<file path="src/hw/rtl/pip_pkg.sv">
package pip_pkg;

    // coordinate width, fixed by the payload format
    localparam int COORD_BITS = 16;
    localparam int VERTEX_MAX_DEF = 64;

    // configuration register indexes
    localparam logic [1:0] REG_VERTEX_COUNT = 2'd0;
    localparam logic [1:0] REG_RAY_END_X    = 2'd1;

    // item kinds
    localparam logic KIND_VERTEX = 1'b0;
    localparam logic KIND_QUERY  = 1'b1;

    typedef struct packed {
        logic                         kind;
        logic [5:0]                   vertex_index;
        logic signed [COORD_BITS-1:0] coord_x;
        logic signed [COORD_BITS-1:0] coord_y;
    } in_item_t;

    typedef struct packed {
        logic       inside_res;
        logic       on_boundary;
        logic [7:0] crossing_count;
    } out_item_t;

endpackage

</file>
<file path="src/hw/rtl/pip_vtx_mem.sv">
module pip_vtx_mem #(
    parameter int DEPTH = pip_pkg::VERTEX_MAX_DEF,
    parameter int AW    = $clog2(pip_pkg::VERTEX_MAX_DEF),
    parameter int WIDTH = 2 * pip_pkg::COORD_BITS
) (
    input  logic             clk,
    input  logic             we,
    input  logic [AW-1:0]    waddr,
    input  logic [WIDTH-1:0] wdata,
    input  logic             re,
    input  logic [AW-1:0]    raddr,
    output logic [WIDTH-1:0] rdata
);

    logic [WIDTH-1:0] mem [DEPTH];
    logic [WIDTH-1:0] rdata_reg;

    // one write port, one registered read port
    always_ff @(posedge clk)
    begin
        if (we)
        begin
            mem[waddr] <= wdata;
        end
        if (re)
        begin
            rdata_reg <= mem[raddr];
        end
    end

    assign rdata = rdata_reg;

endmodule

</file>
<file path="config.mk">
export PLATFORM = sky130hd
export DESIGN_NAME = pip_vtx_mem
export DESIGN_NICKNAME = d
export VERILOG_FILES = /design/src/hw/rtl/pip_pkg.sv /design/src/hw/rtl/pip_vtx_mem.sv
export SDC_FILE = /design/constraint.sdc
export NUM_CORES = 2
export LEC_CHECK = 0
export ABC_AREA = 1
export BUFFER_PORTS_ARGS = -buffer_cell sky130_fd_sc_hd__buf_2
export CAP_MARGIN = 20
export CORE_MARGIN = 3
export CORE_UTILIZATION = 40
export CTS_CLUSTER_DIAMETER = 50
export CTS_CLUSTER_SIZE = 10
export DETAILED_ROUTE_END_ITERATION = 10
export MAX_ROUTING_LAYER = met4
export PLACE_DENSITY = 0.65
export SETUP_SLACK_MARGIN = 0.02
export SLEW_MARGIN = 40
export SYNTH_ARGS = -nofsm -noshare
export SYNTH_HDL_FRONTEND = slang
export SYNTH_SLANG_ARGS = --single-unit
export TNS_END_PERCENT = 5
</file>
<file path="constraint.sdc">
create_clock -name clk -period 12.75 [get_ports clk]
set_clock_uncertainty 0.1 [all_clocks]
set_input_delay 2.55 -clock clk [delete_from_list [all_inputs] [get_ports clk]]
set_output_delay 2.55 -clock clk [all_outputs]
set_load 0.01 [all_outputs]
</file>
# Word level (Yosys, flattened, before mapping)
# Memories as Yosys holds them, arrays and structs flattened. A register that Yosys moved wholly into a read port is not among the register bits.
# Index checks and enable logic that the tools add are counted.
dict set report op_classes {
  n_mux 2
}
# operator count
set ops {}
lappend ops {{2-to-1 mux 1 bit} 2}
dict set report word_totals {
  register_bits 0
  ram_bits 2048
  input_bits 47
  output_inout_bits 32
  word_cells 3
  n_memories 1
}
# memory words word_bits rd rd_ports_with_merged_regs wr line_no
set memory_table {}
lappend memory_table {mem 64 32 1 1 1 pip_vtx_mem.sv:15} ;# logic [WIDTH-1:0] mem [DEPTH];

# Longest topological paths before layout
dict set report depth {
  depth_word 2
  mapped_depth 13
  ltp_nobuf 9
}

# Least setup slack after synthesis
# No wires, ideal clock.
dict set report synth_path {
  path_type {input to register}
  from {input we}
  to {memory mem[48][0] (netlist bit) (enable)}
  setup_time_ps 502
  arrival_time_ps 6178
  t_required_ps 12148
  path_slack_ps 5970
  cell_stages 3
  n_path_buf 1
  path_cell_list {clkbuf_1 -> nand4_1 -> nor4_1}
}
dict set report synth_via {
  elab_chain_cells 2
}
# item line_no
set synth_rtl {}
lappend synth_rtl {{start, declared} pip_vtx_mem.sv:7} ;# input logic we,
lappend synth_rtl {{2-to-1 mux 1 bit} pip_vtx_mem.sv:21} ;# if (we)
lappend synth_rtl {{2-to-1 mux 1 bit (implied by the code)} pip_vtx_mem.sv:23} ;# mem[waddr] <= wdata;
lappend synth_rtl {{end, declared} pip_vtx_mem.sv:15}
# No other way between the ends.

==> results.md <==
* Status: finished, final reports clean
* Post-route DRC at 0
* Maximum clock rate at 174 MHz
* Fill count at 18200
* Post-synthesis sequential area ratio at about 75%
* Leakage at about 32 nW
* Clock buffer depth at 3
* Mapped Area at 83100 sq um
* Clk slew on worst S/H paths at roughly 0.06 ns
* DRT Wirelength at 240000 um
* DIE HEIGHT at ~460 um
* CTS Root Cell: clkbuf_16
* Syn Area/Cell at 12.3 sq um
* First-pass GRT wire length at 347000 um
* Tcrit/Tclk final at around 45%
* Most common cell after layout, fill and taps aside: nand2_1
* GP Congestion at between 0.8 and 0.9
* Final Max Slew Viols at 0
* Post-synthesis cell type count at 15
* Synth warn at 0
* Core Area at 206000 sq um
* Antenna violations before repair at 22
* CP cell instances: buf_8 -> buf_12 -> buf_6 -> buf_4 -> nand2_1 -> nand3_1 -> nand3_1 -> nand3_1 -> nand3_1 -> nand2_1 -> nand2_1 -> nand2_1
* Vias in the first global route at just over 50000
* Via density at around 5.7
* Iteration-0 DRC Markers at 6994
* # resized after CTS at 0
* Sequential cell area at between 60000 and 70000 sq um
* Clock Latency Late Sink at between 0.8 and 0.9 ns
* PortBufs at about 80
* Setup violators final at 0
* Mapped Cells at 6769
* Place WS at 6.16 ns
* Crit path required time at about 13 ns
* Max VDD drop at 0.115 mV
* Most frequent cells in the layout: nand2_1 (2248), edfxtp_1 (2080), nand3_1 (1907), clkbuf_16 (230), buf_4 (130)
* CP Class: in -> reg
* Area of the die at approximately 210000 sq um
* Slowest cell on crit path: buf_12
* Max Cap Viol at 0
* TritonCTS sink count at ~2100
* GR Util All Layers at 22.8%
* Setup_tns at 0 ns
* Post-CTS Setup Inserts at 0
* Worst rel slew slack at 37.9%
* Cell Pwr Density at approximately 150 nW/um^2
* Nets at 6834
* HPWL after DPL at 118000 um
* Grt ovf at 0
* Worst path max stage delay at ~0.63 ns
* # H-tree levels at 4
* Layout cells sized above 1 at between 8 and 9%
* Via count at 54100
* Unrepaired setup endpoints after global routing: false
* WL per Instance at 25.2 um
* Post-Syn Nets at around 7000
* Largest register FFs at around 2000
* Crit path time final at 5.76 ns
* Standard-cell rows at 166
* CTS Buf Count at 228
* Worst EP arrival at roughly 6.4 ns
* Multi-input gate area at about 19000 sq um
* Worst slew pin tran at ~0.93 ns
* CTS tree: yes
* Post-route ant nets at 0
* Largest net degree at the start of global routing at 228
* Yosys reg bits at 2080
* Synth-to-layout area growth at 11.5%
* Initial Utilization at 40.4%
* Hold_buf cts at 0
* Hold Vio Cnt, Final at 0
* Worst setup EP type: flop
* Die Width at between 400 and 500 um
* Drt first pass iters at 6
* CP Launch Type: input pin
* Setup slack after layout at roughly 7.0 ns
* Worst Hold Class: reg -> reg
* CP Max Fanout at between 150 and 200
* Io pins at between 70 and 80
## power breakdown
| group | total (mW) | switching (mW) | internal, mW |
|---|---|---|---|
| registers | 7.62 | 0.0313 | 7.59 |
| logic | 0.866 | 0.666 | 0.199 |
| clock network | 5.62 | 2.45 | 3.17 |
## layout make-up
type                    count  share of cell area, %
diodes                     18                 0.0486
clock buffers             234                   6.23
clock inverters            17                  0.209
inverters                  12                  0.104
multi-input cells        4228                   20.3
flip-flops and latches   2080                   67.4
well taps                2688                   3.63
repair buffers            237                   2.09
## Yosys cell counts
| master | instances | area share [%] |
|---|---|---|
| nand3_1 | 1907 | 11 |
| inv_4 | 1 | 0.0075 |
| nand2_1 | 2248 | 10 |
| buf_4 | 45 | 0.41 |
| nor2_1 | 56 | 0.25 |
| buf_2 | 282 | 1.7 |
| inv_1 | 9 | 0.041 |
| clkbuf_1 | 77 | 0.35 |
| nand4_1 | 9 | 0.068 |
| nor4_1 | 8 | 0.060 |
| edfxtp_1 | 2080 | 75 |
| buf_1 | 40 | 0.18 |
| buf_8 | 2 | 0.036 |
| buf_6 | 3 | 0.041 |
| inv_2 | 2 | 0.0090 |
## metal layers
metal / global-route usage [%] / part of all wire (%) / vias up
li1: - / - / 24100
met4: 9.83 / 4.3 / 0
met5: - / 0 / -
met2: 35.3 / 47 / 2941
met1: 29.9 / 39 / 26500
met3: 3.82 / 9.9 / 533
## critical path, delay by kind of cell
kind                   cells  cell delay (ns)
and+or+nand+nor            8             1.25
buffers and inverters      4             2.19
## worst paths after layout
check	startpoint	endpoint	slack, ns	cells after the start
max	raddr[0]	rdata[22]	6.99	12
min	mem[26][20]	rdata[20]	0.80	8
max reg2reg	mem[50][17]	rdata[17]	10.71	8
min reg2reg	mem[26][20]	rdata[20]	0.80	8
## stage by stage
step | cells | cell area (sq um) | hold WS [ns] | power (mW) | utilization (%)
4_1_cts | 9490 | 92400 | 0.800 | 14.2 | 45.0
5_1_grt | 9505 | 92600 | 0.855 | 14.5 | 45.0
3_5_place_dp | 9239 | 86500 | 0.792 | 8.61 | 42.1
6_report | 9514 | 92600 | 0.798 | 14.1 | 45.1
2_1_floorplan | 6769 | 83100 | 0.697 | 8.21 | -
3_3_place_gp | 9229 | 86300 | 0.757 | 8.60 | 42.0
## cells by family (layout without fill, tap and decap cells)
family / count (synthesis) / in the layout / share of synthesized area [%]
buffers and inverters: 461 / 500 / 2.77
flip-flops: 2080 / 2080 / 75.2
other: 0 / 18 / 0
AND/OR/NAND/NOR: 4228 / 4228 / 22.0
(Power assumes the default switching activity.)
